File: src/hdl/csvrdr_pkg.sv
// Shared types and byte constants for the CSV record delimiter rewriter.
// No dependencies; every other file in hdl/ imports this package.
`default_nettype none

package csvrdr_pkg;

  localparam int unsigned ByteW = 8;

  localparam logic [ByteW-1:0] BYTE_NUL   = 8'h00;
  localparam logic [ByteW-1:0] BYTE_LF    = 8'h0A;
  localparam logic [ByteW-1:0] BYTE_CR    = 8'h0D;
  localparam logic [ByteW-1:0] BYTE_SUB   = 8'h1A;
  localparam logic [ByteW-1:0] BYTE_QUOTE = 8'h22;

  // Outcome of scanning one beat: whether a byte goes out, and which.
  typedef struct packed {
    logic             emit;
    logic [ByteW-1:0] data;
  } scan_res_t;

endpackage

`default_nettype wire

File: src/hdl/csv_record_delimiter_rewriter.sv
// CSV record delimiter rewriter, top level.
// Depends on csvrdr_pkg, csvrdr_ireg, csvrdr_scan and csvrdr_oreg.
//
// Usage:
//   Raw CSV text enters one byte per beat on the in_ stream channel. Rewritten
//   bytes leave on the out_ stream channel: 0x00 ends a record outside quotes,
//   0x1A replaces NUL, a CR LF pair collapses to one 0x00, and line ends inside
//   quoted cells pass unchanged. Some input beats produce no output beat (the
//   LF of a CR LF pair, and every byte of a dropped header line).
//   cfg_wr_en with cfg_wr_data sets the header-drop mode; write it only while
//   no beats are in flight.
//   An input beat passes through the input register, then the scan step, then
//   the output register. Throughput is one byte per cycle while the receiver
//   takes every beat, set by the combinational scan step between the two registers.
//   When the receiver stalls, the output register holds its beat, and in_tready falls
//   as soon as the input register also holds a beat that cannot move on, so no beat is
//   lost. Reset empties both registers, clears the header-drop mode, returns
//   the scanner to outside-quotes and marks the header line as not yet seen.
`default_nettype none

module csv_record_delimiter_rewriter
  import csvrdr_pkg::*;
(
  input  wire logic             clk,
  input  wire logic             rst_n,
  input  wire logic             cfg_wr_en,
  input  wire logic             cfg_wr_data,  // bit 0: drop_first_line
  input  wire logic             in_tvalid,
  output logic                  in_tready,
  input  wire logic [ByteW-1:0] in_tdata,     // [7:0] in_byte
  output logic                  out_tvalid,
  input  wire logic             out_tready,
  output logic [ByteW-1:0]      out_tdata     // [7:0] out_byte
);

  logic             hold_valid;
  logic [ByteW-1:0] hold_byte;
  logic             room;
  logic             take;
  scan_res_t        res;

  // A held beat moves on when the output register has room for it.
  assign take = hold_valid && room;

  csvrdr_ireg u_ireg (
    .clk        (clk),
    .rst_n      (rst_n),
    .in_tvalid  (in_tvalid),
    .in_tready  (in_tready),
    .in_tdata   (in_tdata),
    .hold_valid (hold_valid),
    .hold_byte  (hold_byte),
    .take       (take)
  );

  csvrdr_scan u_scan (
    .clk         (clk),
    .rst_n       (rst_n),
    .cfg_wr_en   (cfg_wr_en),
    .cfg_wr_data (cfg_wr_data),
    .scan_byte   (hold_byte),
    .step        (take),
    .res         (res)
  );

  csvrdr_oreg u_oreg (
    .clk        (clk),
    .rst_n      (rst_n),
    .load       (take),
    .res        (res),
    .room       (room),
    .out_tvalid (out_tvalid),
    .out_tready (out_tready),
    .out_tdata  (out_tdata)
  );

endmodule

`default_nettype wire

File: src/hdl/csvrdr_ireg.sv
// Input register stage: captures one beat from the slave side.
// Depends on csvrdr_pkg for the byte width.
`default_nettype none

module csvrdr_ireg
  import csvrdr_pkg::*;
(
  input  wire logic             clk,
  input  wire logic             rst_n,
  input  wire logic             in_tvalid,
  output logic                  in_tready,
  input  wire logic [ByteW-1:0] in_tdata,
  output logic                  hold_valid,
  output logic [ByteW-1:0]      hold_byte,
  input  wire logic             take
);

  logic             valid_r;
  logic [ByteW-1:0] byte_r;

  // The stage refills in the same cycle that its beat moves on.
  assign in_tready  = !valid_r || take;
  assign hold_valid = valid_r;
  assign hold_byte  = byte_r;

  always_ff @(posedge clk) begin
    if (!rst_n) begin
      valid_r <= 1'b0;
    end else if (in_tready) begin
      valid_r <= in_tvalid;
    end
  end

  always_ff @(posedge clk) begin
    if (in_tvalid && in_tready) begin
      byte_r <= in_tdata;
    end
  end

endmodule

`default_nettype wire

File: src/hdl/csvrdr_scan.sv
// Quote-aware scanner: holds the scan mode, header flag and configuration bit,
// and decides per beat what byte, if any, goes out. Depends on csvrdr_pkg.
`default_nettype none

module csvrdr_scan
  import csvrdr_pkg::*;
(
  input  wire logic             clk,
  input  wire logic             rst_n,
  input  wire logic             cfg_wr_en,
  input  wire logic             cfg_wr_data,
  input  wire logic [ByteW-1:0] scan_byte,
  input  wire logic             step,
  output scan_res_t             res
);

  typedef enum logic [1:0] {
    FRESH       = 2'd0,
    AFTER_CR    = 2'd1,
    AFTER_QUOTE = 2'd2,
    QUOTED      = 2'd3
  } mode_t;

  mode_t mode_r, mode_nxt;
  logic  pend_r, pend_nxt;
  logic  drop_r;

  always_comb begin
    mode_nxt = mode_r;
    pend_nxt = pend_r;
    res.emit = 1'b1;
    res.data = scan_byte;

    if (drop_r && pend_r) begin
      // Header line: swallow everything up to the first CR or LF.
      res.emit = 1'b0;
      if (scan_byte == BYTE_LF) begin
        pend_nxt = 1'b0;
      end else if (scan_byte == BYTE_CR) begin
        pend_nxt = 1'b0;
        mode_nxt = AFTER_CR;
      end
    end else if (mode_r == QUOTED) begin
      if (scan_byte == BYTE_QUOTE) begin
        mode_nxt = AFTER_QUOTE;
      end else if (scan_byte == BYTE_NUL) begin
        res.data = BYTE_SUB;
      end
    end else if (mode_r == AFTER_QUOTE && scan_byte == BYTE_QUOTE) begin
      // Doubled quote keeps the cell open.
      mode_nxt = QUOTED;
    end else if (mode_r == AFTER_CR && scan_byte == BYTE_LF) begin
      mode_nxt = FRESH;
      res.emit = 1'b0;
    end else begin
      // Outside quotes, including a cell that the last quote just closed.
      mode_nxt = FRESH;
      unique case (scan_byte)
        BYTE_QUOTE: mode_nxt = QUOTED;
        BYTE_LF:    res.data = BYTE_NUL;
        BYTE_CR: begin
          mode_nxt = AFTER_CR;
          res.data = BYTE_NUL;
        end
        BYTE_NUL:   res.data = BYTE_SUB;
        default:    res.data = scan_byte;
      endcase
    end
  end

  always_ff @(posedge clk) begin
    if (!rst_n) begin
      mode_r <= FRESH;
      pend_r <= 1'b1;
      drop_r <= 1'b0;
    end else begin
      if (step) begin
        mode_r <= mode_nxt;
        pend_r <= pend_nxt;
      end
      if (cfg_wr_en) begin
        drop_r <= cfg_wr_data;
      end
    end
  end

endmodule

`default_nettype wire

File: src/hdl/csvrdr_oreg.sv
// Output register stage: holds one result beat for the master side.
// Depends on csvrdr_pkg for the result struct.
`default_nettype none

module csvrdr_oreg
  import csvrdr_pkg::*;
(
  input  wire logic        clk,
  input  wire logic        rst_n,
  input  wire logic        load,
  input  wire scan_res_t   res,
  output logic             room,
  output logic             out_tvalid,
  input  wire logic        out_tready,
  output logic [ByteW-1:0] out_tdata
);

  logic             valid_r;
  logic [ByteW-1:0] data_r;

  assign room       = !valid_r || out_tready;
  assign out_tvalid = valid_r;
  assign out_tdata  = data_r;

  always_ff @(posedge clk) begin
    if (!rst_n) begin
      valid_r <= 1'b0;
    end else if (room) begin
      valid_r <= load && res.emit;
    end
  end

  always_ff @(posedge clk) begin
    if (room && load && res.emit) begin
      data_r <= res.data;
    end
  end

endmodule

`default_nettype wire

File: config.mk
export PLATFORM = sky130hd
export DESIGN_NAME = csv_record_delimiter_rewriter
export DESIGN_NICKNAME = d
export VERILOG_FILES = /design/src/hdl/csvrdr_pkg.sv /design/src/hdl/csv_record_delimiter_rewriter.sv /design/src/hdl/csvrdr_ireg.sv /design/src/hdl/csvrdr_scan.sv /design/src/hdl/csvrdr_oreg.sv
export SDC_FILE = /design/constraint.sdc
export NUM_CORES = 1
export LEC_CHECK = 0
export BUFFER_PORTS_ARGS = -buffer_cell sky130_fd_sc_hd__clkbuf_2
export CORE_UTILIZATION = 51
export CTS_CLUSTER_SIZE = 30
export DETAILED_ROUTE_END_ITERATION = 8
export HOLD_SLACK_MARGIN = 0.1
export PLACE_DENSITY = 0.85
export RECOVER_POWER = 25
export SYNTH_ARGS = -nofsm -noshare
export SYNTH_HDL_FRONTEND = slang
export SYNTH_SLANG_ARGS = --single-unit
File: constraint.sdc
create_clock -name clk -period 1.9 [get_ports clk]
set_clock_uncertainty 0.1 [all_clocks]
set_input_delay 0.19 -clock clk [delete_from_list [all_inputs] [get_ports clk]]
set_output_delay 0.19 -clock clk [all_outputs]
set_load 0.05 [all_outputs]
==> results.py, run 1 <==
metrics = {
    "floorplanning": {
        "ioPinCount": 24,
        "die_x_um": 46.5,
        "fp.dieArea_um2": 2160,
        "rows": 15,
        "initial_utilization_pct": 56.6,
        "core_area_um2": 1780,
        "dieHeight_um": 46.5,
    },
    "setup_path": {
        "crit_fanout": 7,
        "r2r_cells": 4,
        "cp-end-kind": "flop",
        "critPathLaunchType": "flop",
        "cp.arrival_ps": 1780,
        "criticalPathCategory": "flop to flop",
        "r2r-start": "u_ireg.hold_byte[0]",
        "r2r-end": "u_oreg.out_tdata[3]",
        "startpoint": "u_ireg.hold_byte[0]",
        "reg2reg_slack_ps": 90,
        "required_ps": 1870,
    },
    "clock_network": {
        "clk_latency_ps": 310,
        "clockBufferDepth": 2,
        "htree_levels": 1,
        "cts_hold_buf": 12,
        "cts_made_buffers": 3,
        "post-cts-setup-buffer-count": 0,
        "tritoncts": "built",
        "cts_resized": 0,
        "clkSlewWorstSetupHoldPaths_ps": 120,
        "clockRootBuffer": "clkbuf_4",
        "clock_sinks": 22,
    },
    "pwr": {
        "ir_worst_vdd_uv": 544,
        "power.density_nw_per_um2": 788,
        "finalPower_w": 0.00105,
        "p_leak_nw": 0.522,
    },
    "final_layout": {
        "drive_above_1_share_pct": 27.9,
        "layout.nets": 137,
        "fill_cells": 117,
        "finalInstanceArea_um2": 1330,
        "multi_input_area_um2": 382,
        "diodes": 0,
        "final_util_pct": 74.8,
        "syn2layout_area_growth_pct": 32.3,
        "regArea_um2": 601,
    },
    "logic_synthesis": {
        "syn-num-nets": 97,
        "syn-instance-count": 83,
        "seq_area_frac_synth_pct": 59.6,
        "synth_area_leader_cell": "edfxtp_1",
        "synth_edf_count": 16,
        "synth_warnings": 0,
        "ys_top_cells_by_area": "edfxtp_1 48%, dfxtp_1 12%, nor2b_1 3.7%",
        "yosys-top-cells-count": "16 x edfxtp_1, 6 x dfxtp_1, 6 x nor2b_1",
        "yosysMostFrequentCell": "edfxtp_1",
        "ys_types": 35,
        "synth_ff_type": "edfxtp_1",
        "synth.avg_cell_area_um2": 12.2,
        "ys_seq_elements": 22,
        "postSynth.asyncResetShare_pct": 0,
        "synthesis.area_um2": 1010,
        "synth.top_cell.area_share_pct": 47.6,
    },
    "routing": {
        "wl_um": 1910,
        "drt_iter0_markers": 17,
        "vias": 796,
        "antenna_left": 0,
        "firstDrtPassIters": 4,
        "drc_errors": 0,
        "routedWlPerCell_um": 13.0,
        "routed_via_density": 5.41,
    },
    "global_route": {
        "grt_start_max_net_pins": 14,
        "antenna_found_initial": 0,
        "grt_pass1_wl_um": 2970,
        "overflow": 0,
        "grt_util_all_layers_pct": 20.0,
        "grt_pass1_vias": 703,
    },
    "timing": {
        "rsz0062_at_grt": "false",
        "finalHoldViolCount": 0,
        "setup_tns_ps": 0,
        "finalSetupViolations": 0,
        "fin_crit_sh_pct": 95.4,
        "timing.fmax_ghz": 0.552,
        "tightest_slew_ps": 411,
        "slew_viol_final": 0,
        "slew_headroom_pct": 72.4,
        "period_needed_ps": 1810,
    },
    "outcome": {
        "status": "completed",
    },
    "placement": {
        "dp_hpwl_um": 1280,
        "place.gp.congestion": 0.847,
        "io_buffer_count": 23,
        "dpl_cell_area_um2": 1170,
    },
    "hold_path": {
        "hold_class": "primary input to flop",
        "hold_end": "u_oreg.out_tvalid",
        "hold_depth": 4,
        "hp-start": "out_tready",
    },
    "flow_run": {
        "drv_cap": 0,
    },
}
-- flip-flops by register name, indices dropped and copies added (netlist names) --
signal and flops:
u_ireg.hold_valid 1, u_ireg.hold_byte 8, u_oreg.out_tvalid 1, u_scan.pend_r 1, u_oreg.out_tdata 8, u_scan.drop_r 1
u_scan.mode_r 2
-- power by group --
part	total (W)	internal (W)	switching [W]	leakage [nW]
clock network	0.000354	0.000213	0.000141	0.0279
logic	0.000136	0.0000583	0.0000773	0.292
registers	0.000562	0.000541	0.0000201	0.202
-- cell usage in the layout, fill, tap and decap left out, types with 2 or more instances in the layout --
cell           Yosys  routed
edfxtp_1          16      16
a31oi_1            2       2
dfxtp_1            6       6
clkbuf_2           0      22
clkbuf_4           0       3
and2_1             4       4
clkbuf_1           3       2
buf_4              0       2
nand3_1            2       2
nor2b_1            6       6
inv_1              4       4
o21a_1             3       3
a21oi_1            3       3
dlygate4sd3_1      0      12
nand2_1            4       4
nor3_1             2       2
nand2b_1           2       2
o21ai_0            4       4
nand4_1            2       2
-- critical path: stages (launching register included) --
cell      delay, ps
edfxtp_1        510
nor3b_4         370
o211ai_1        180
a211oi_1        290
o21ai_0         120
-- area by class of cell --
class	instances	share of cell area (%)
inverters	4	1.13
well taps	25	2.35
repair buffers	38	18.9
multi-input cells	54	28.6
flip-flops and latches	22	45.0
clock inverters	1	2.25
clock buffers	3	1.69
-- per-layer routing --
metal  GRT usage [%]  vias to the layer above  share of wire (%)
met3            3.53                        4                5.4
li1                -                      394                  -
met5               0                        -                  0
met2            34.4                       31                 51
met4            5.29                        0                1.4
met1            25.6                      367                 42
-- through the flow --
step | setup WS [ps] | hold WS (ps) | cells
3_3_place_gp | 192 | 267 | 131
3_5_place_dp | 153 | 269 | 131
4_1_cts | 138 | 113 | 147
5_1_grt | 24.7 | 203 | 147
2_1_floorplan | 112 | 152 | 83
6_report | 87.8 | 117 | 147
-- logic make-up after synthesis --
kind of cell / Yosys count / share of synthesized area, %
and+or+nand+nor: 30 / 20.6
AOI/OAI and AO/OA: 22 / 15.4
DFF: 22 / 59.6
buffers and inverters: 7 / 2.60
xor gates and xnor gates: 1 / 0.869
muxes: 1 / 0.993
-- worst max path at each step --
| stage | to | slack [ps] | cells past startpoint |
|---|---|---|---|
| finish | u_oreg.out_tdata[3] | 90 | 4 |
| global route | u_oreg.out_tdata[3] | 20 | 4 |
| CTS | u_oreg.out_tdata[3] | 140 | 4 |
| detailed placement | u_oreg.out_tdata[3] | 150 | 4 |
| global placement | u_oreg.out_tdata[3] | 190 | 4 |
| floorplan | u_ireg.hold_byte[0] | 110 | 3 |
(Power assumes the default switching activity.)
==> inputs of run 2 (changes only) <==
--- a/config.mk
+++ b/config.mk
@@ -5,6 +5,7 @@
 export SDC_FILE = /design/constraint.sdc
 export NUM_CORES = 1
 export LEC_CHECK = 0
+export ABC_AREA = 1
 export BUFFER_PORTS_ARGS = -buffer_cell sky130_fd_sc_hd__clkbuf_2
 export CORE_UTILIZATION = 51
 export CTS_CLUSTER_SIZE = 30
==> constraint.sdc (replaced) <==
create_clock -name clk -period 1.9 [get_ports clk]
set_clock_uncertainty 0.1 [all_clocks]
set_input_delay 0.095 -clock clk [delete_from_list [all_inputs] [get_ports clk]]
set_output_delay 0.095 -clock clk [all_outputs]
set_load 0.05 [all_outputs]
==> results.py, run 2 <==
metrics = {
    "routing": {
        "routed_via_density": 4.78,
        "drt_iter0_markers": 35,
        "routedWlPerCell_um": 10.3,
        "wl_um": 1750,
        "firstDrtPassIters": 6,
        "drc_errors": 0,
        "antenna_left": 0,
        "vias": 813,
    },
    "setup_path": {
        "r2r_cells": 10,
        "r2r-end": "u_oreg.out_tdata[3]",
        "cp_common_cell": "nand2_1",
        "slowest_stage": "edfxtp_1",
        "crit_fanout": 4,
        "cp-end-kind": "flop",
        "cp.arrival_ps": 1550,
        "crit_chain": "inv_1, nand2_1, nor2_2, nand2_1, nand2_2, nand2_2, nand2_1, nand2_1, nand2_1, a21oi_2",
        "required_ps": 1860,
        "r2r-start": "u_ireg.hold_byte[2]",
        "critPathLaunchType": "flop",
        "slowest_delay_ps": 450,
        "criticalPathCategory": "flop to flop",
        "reg2reg_slack_ps": 310,
    },
    "logic_synthesis": {
        "synth_area_leader_cell": "edfxtp_1",
        "ys_top_cells_by_area": "edfxtp_1 47%, dfxtp_1 12%, nand2_1 7.8%",
        "synth.avg_cell_area_um2": 9.38,
        "synth_ff_type": "edfxtp_1",
        "syn-instance-count": 108,
        "synth.top_cell.area_share_pct": 47.4,
        "yosysMostFrequentCell": "nand2_1",
        "postSynth.asyncResetShare_pct": 0,
        "ys_seq_elements": 22,
        "seq_area_frac_synth_pct": 59.3,
        "syn-num-nets": 122,
        "synth_edf_count": 16,
        "synthesis.area_um2": 1010,
        "ys_types": 20,
        "yosys-top-cells-count": "21 x nand2_1, 16 x edfxtp_1, 11 x inv_1, 11 x nor2_1",
        "synth_warnings": 0,
    },
    "pwr": {
        "power_frac_seq_pct": 61.6,
        "ir_worst_vdd_uv": 598,
        "p_switching_w": 0.000231,
        "power.internal_w": 0.000669,
        "p_comb_share_pct": 15.2,
        "p_leak_nw": 0.604,
        "clkPwrFrac_pct": 23.3,
        "p_sw_share_pct": 25.7,
        "power.density_nw_per_um2": 690,
    },
    "hold_path": {
        "hold_end": "u_scan.pend_r",
        "hold_depth": 2,
        "hp-start": "u_scan.pend_r",
        "hold_class": "flop to flop",
    },
    "final_layout": {
        "final_util_pct": 72.4,
        "fill_cells": 138,
        "finalInstanceArea_um2": 1310,
        "drive_above_1_share_pct": 30.3,
        "regArea_um2": 601,
        "layout.nets": 160,
        "final_cell_mix": "23 x clkbuf_2, 21 x nand2_1, 16 x edfxtp_1",
        "multi_input_area_um2": 338,
        "final_common_cell": "clkbuf_2",
        "syn2layout_area_growth_pct": 28.8,
        "diodes": 0,
    },
    "timing": {
        "setup_tns_ps": 0,
        "finalSetupViolations": 0,
        "timing.fmax_ghz": 0.629,
        "fin_crit_sh_pct": 83.7,
        "period_needed_ps": 1590,
        "slew_headroom_pct": 81.2,
        "finalHoldViolCount": 0,
        "slew_viol_final": 0,
        "tightest_slew_ps": 282,
        "hold_ws_ps": 363,
        "rsz0062_at_grt": "false",
    },
    "floorplanning": {
        "dieHeight_um": 46.6,
        "fp.dieArea_um2": 2170,
        "ioPinCount": 24,
        "die_x_um": 46.6,
        "core_area_um2": 1800,
        "initial_utilization_pct": 56.3,
        "rows": 15,
    },
    "clock_network": {
        "clkSlewWorstSetupHoldPaths_ps": 120,
        "tritoncts": "built",
        "clk_latency_ps": 300,
        "cts_made_buffers": 3,
        "htree_levels": 1,
        "clockBufferDepth": 2,
        "clockRootBuffer": "clkbuf_4",
        "clock_sinks": 22,
    },
    "placement": {
        "dp_hpwl_um": 1300,
        "place.gp.congestion": 0.842,
        "io_buffer_count": 23,
        "dpl_cell_area_um2": 1150,
    },
    "global_route": {
        "grt_util_all_layers_pct": 18.9,
        "antenna_found_initial": 0,
        "grt_start_max_net_pins": 13,
        "overflow": 0,
        "grt_pass1_wl_um": 2800,
        "grt_pass1_vias": 721,
    },
    "flow_run": {
        "drv_cap": 0,
    },
    "outcome": {
        "status": "completed",
    },
}
==> run 2: cell types whose count changed after synthesis, sizes merged, moves of 3 or more <==
cell / before / now
inv: 4 / 17
nor2: 1 / 15
nor2b: 6 / 0
and2: 4 / 0
o21a: 3 / 0
nand2: 4 / 27
nand3: 2 / 8
a21oi: 4 / 8
==> run 2: cells by family (layout without fill, tap and decap cells) <==
family                 after synthesis  in the layout  share of synthesized area, %
AO/OA/AOI/OAI                       14             14                          7.53
flip-flops                          22             22                          59.3
AND/OR/NAND/NOR                     52             52                          25.8
buffers and inverters               20             57                          7.41
==> run 2: cell type report <==
cell class | count | share of cell area, %
clock buffer | 3 | 1.73
clock inverter | 1 | 0.288
inverter | 17 | 4.89
multi-input combinational | 66 | 25.9
sequential | 22 | 46.0
tap | 25 | 2.40
timing repair buffer | 36 | 18.8
==> run 2: repair_timing <==
action,4_1_cts,5_1_grt
resized for setup,0,0
hold buffers,13,0
hold endpoints to repair,14,0
buffers inserted,0,0
==> run 2: worst max-delay path by stage <==
stage,startpoint,endpoint,slack (ps)
after detailed placement,u_scan.drop_r,u_oreg.out_tdata[7],380
after floorplan,u_oreg.out_tvalid,u_ireg.hold_byte[0],180
final,u_ireg.hold_byte[2],u_oreg.out_tdata[3],310
after global placement,u_ireg.hold_byte[2],u_oreg.out_tdata[3],410
after CTS,out_tready,u_oreg.out_tdata[7],360
after global routing,u_ireg.hold_byte[2],u_oreg.out_tdata[3],220
==> run 2: critical path, delay by kind of cell (launching register included) <==
family / cells / cell delay [ps]
DFF: 1 / 450
AOI/OAI and AO/OA: 1 / 50
buffers and inverters: 1 / 100
and+or+nand+nor: 8 / 630
==> run 2: stage by stage <==
step | instances | power, W | worst slack (ps)
finish | 170 | 0.000900 | 310
global route | 170 | 0.000931 | 225
CTS | 170 | 0.000903 | 357
detailed placement | 153 | 0.000681 | 383
global placement | 153 | 0.000678 | 407
floorplan | 108 | 0.000650 | 178
==> run 2: per-layer routing <==
metal,share of wire [%],GRT usage [%],vias to the layer above
li1,-,-,420
met5,0,0,-
met4,1.8,10.0,0
met2,51,32.5,37
met1,42,22.3,350
met3,5.0,2.75,6
==> run 2: power groups by stage <==
| stage | combinational [W] | clock (W) | sequential, W |
|---|---|---|---|
| after floorplan | 0.0000545 | 0 | 0.000596 |
| after global placement | 0.000113 | 0 | 0.000565 |
| after detailed placement | 0.000115 | 0 | 0.000566 |
| after CTS | 0.000136 | 0.000211 | 0.000555 |
| after global routing | 0.000148 | 0.000225 | 0.000558 |
| final | 0.000136 | 0.000209 | 0.000555 |
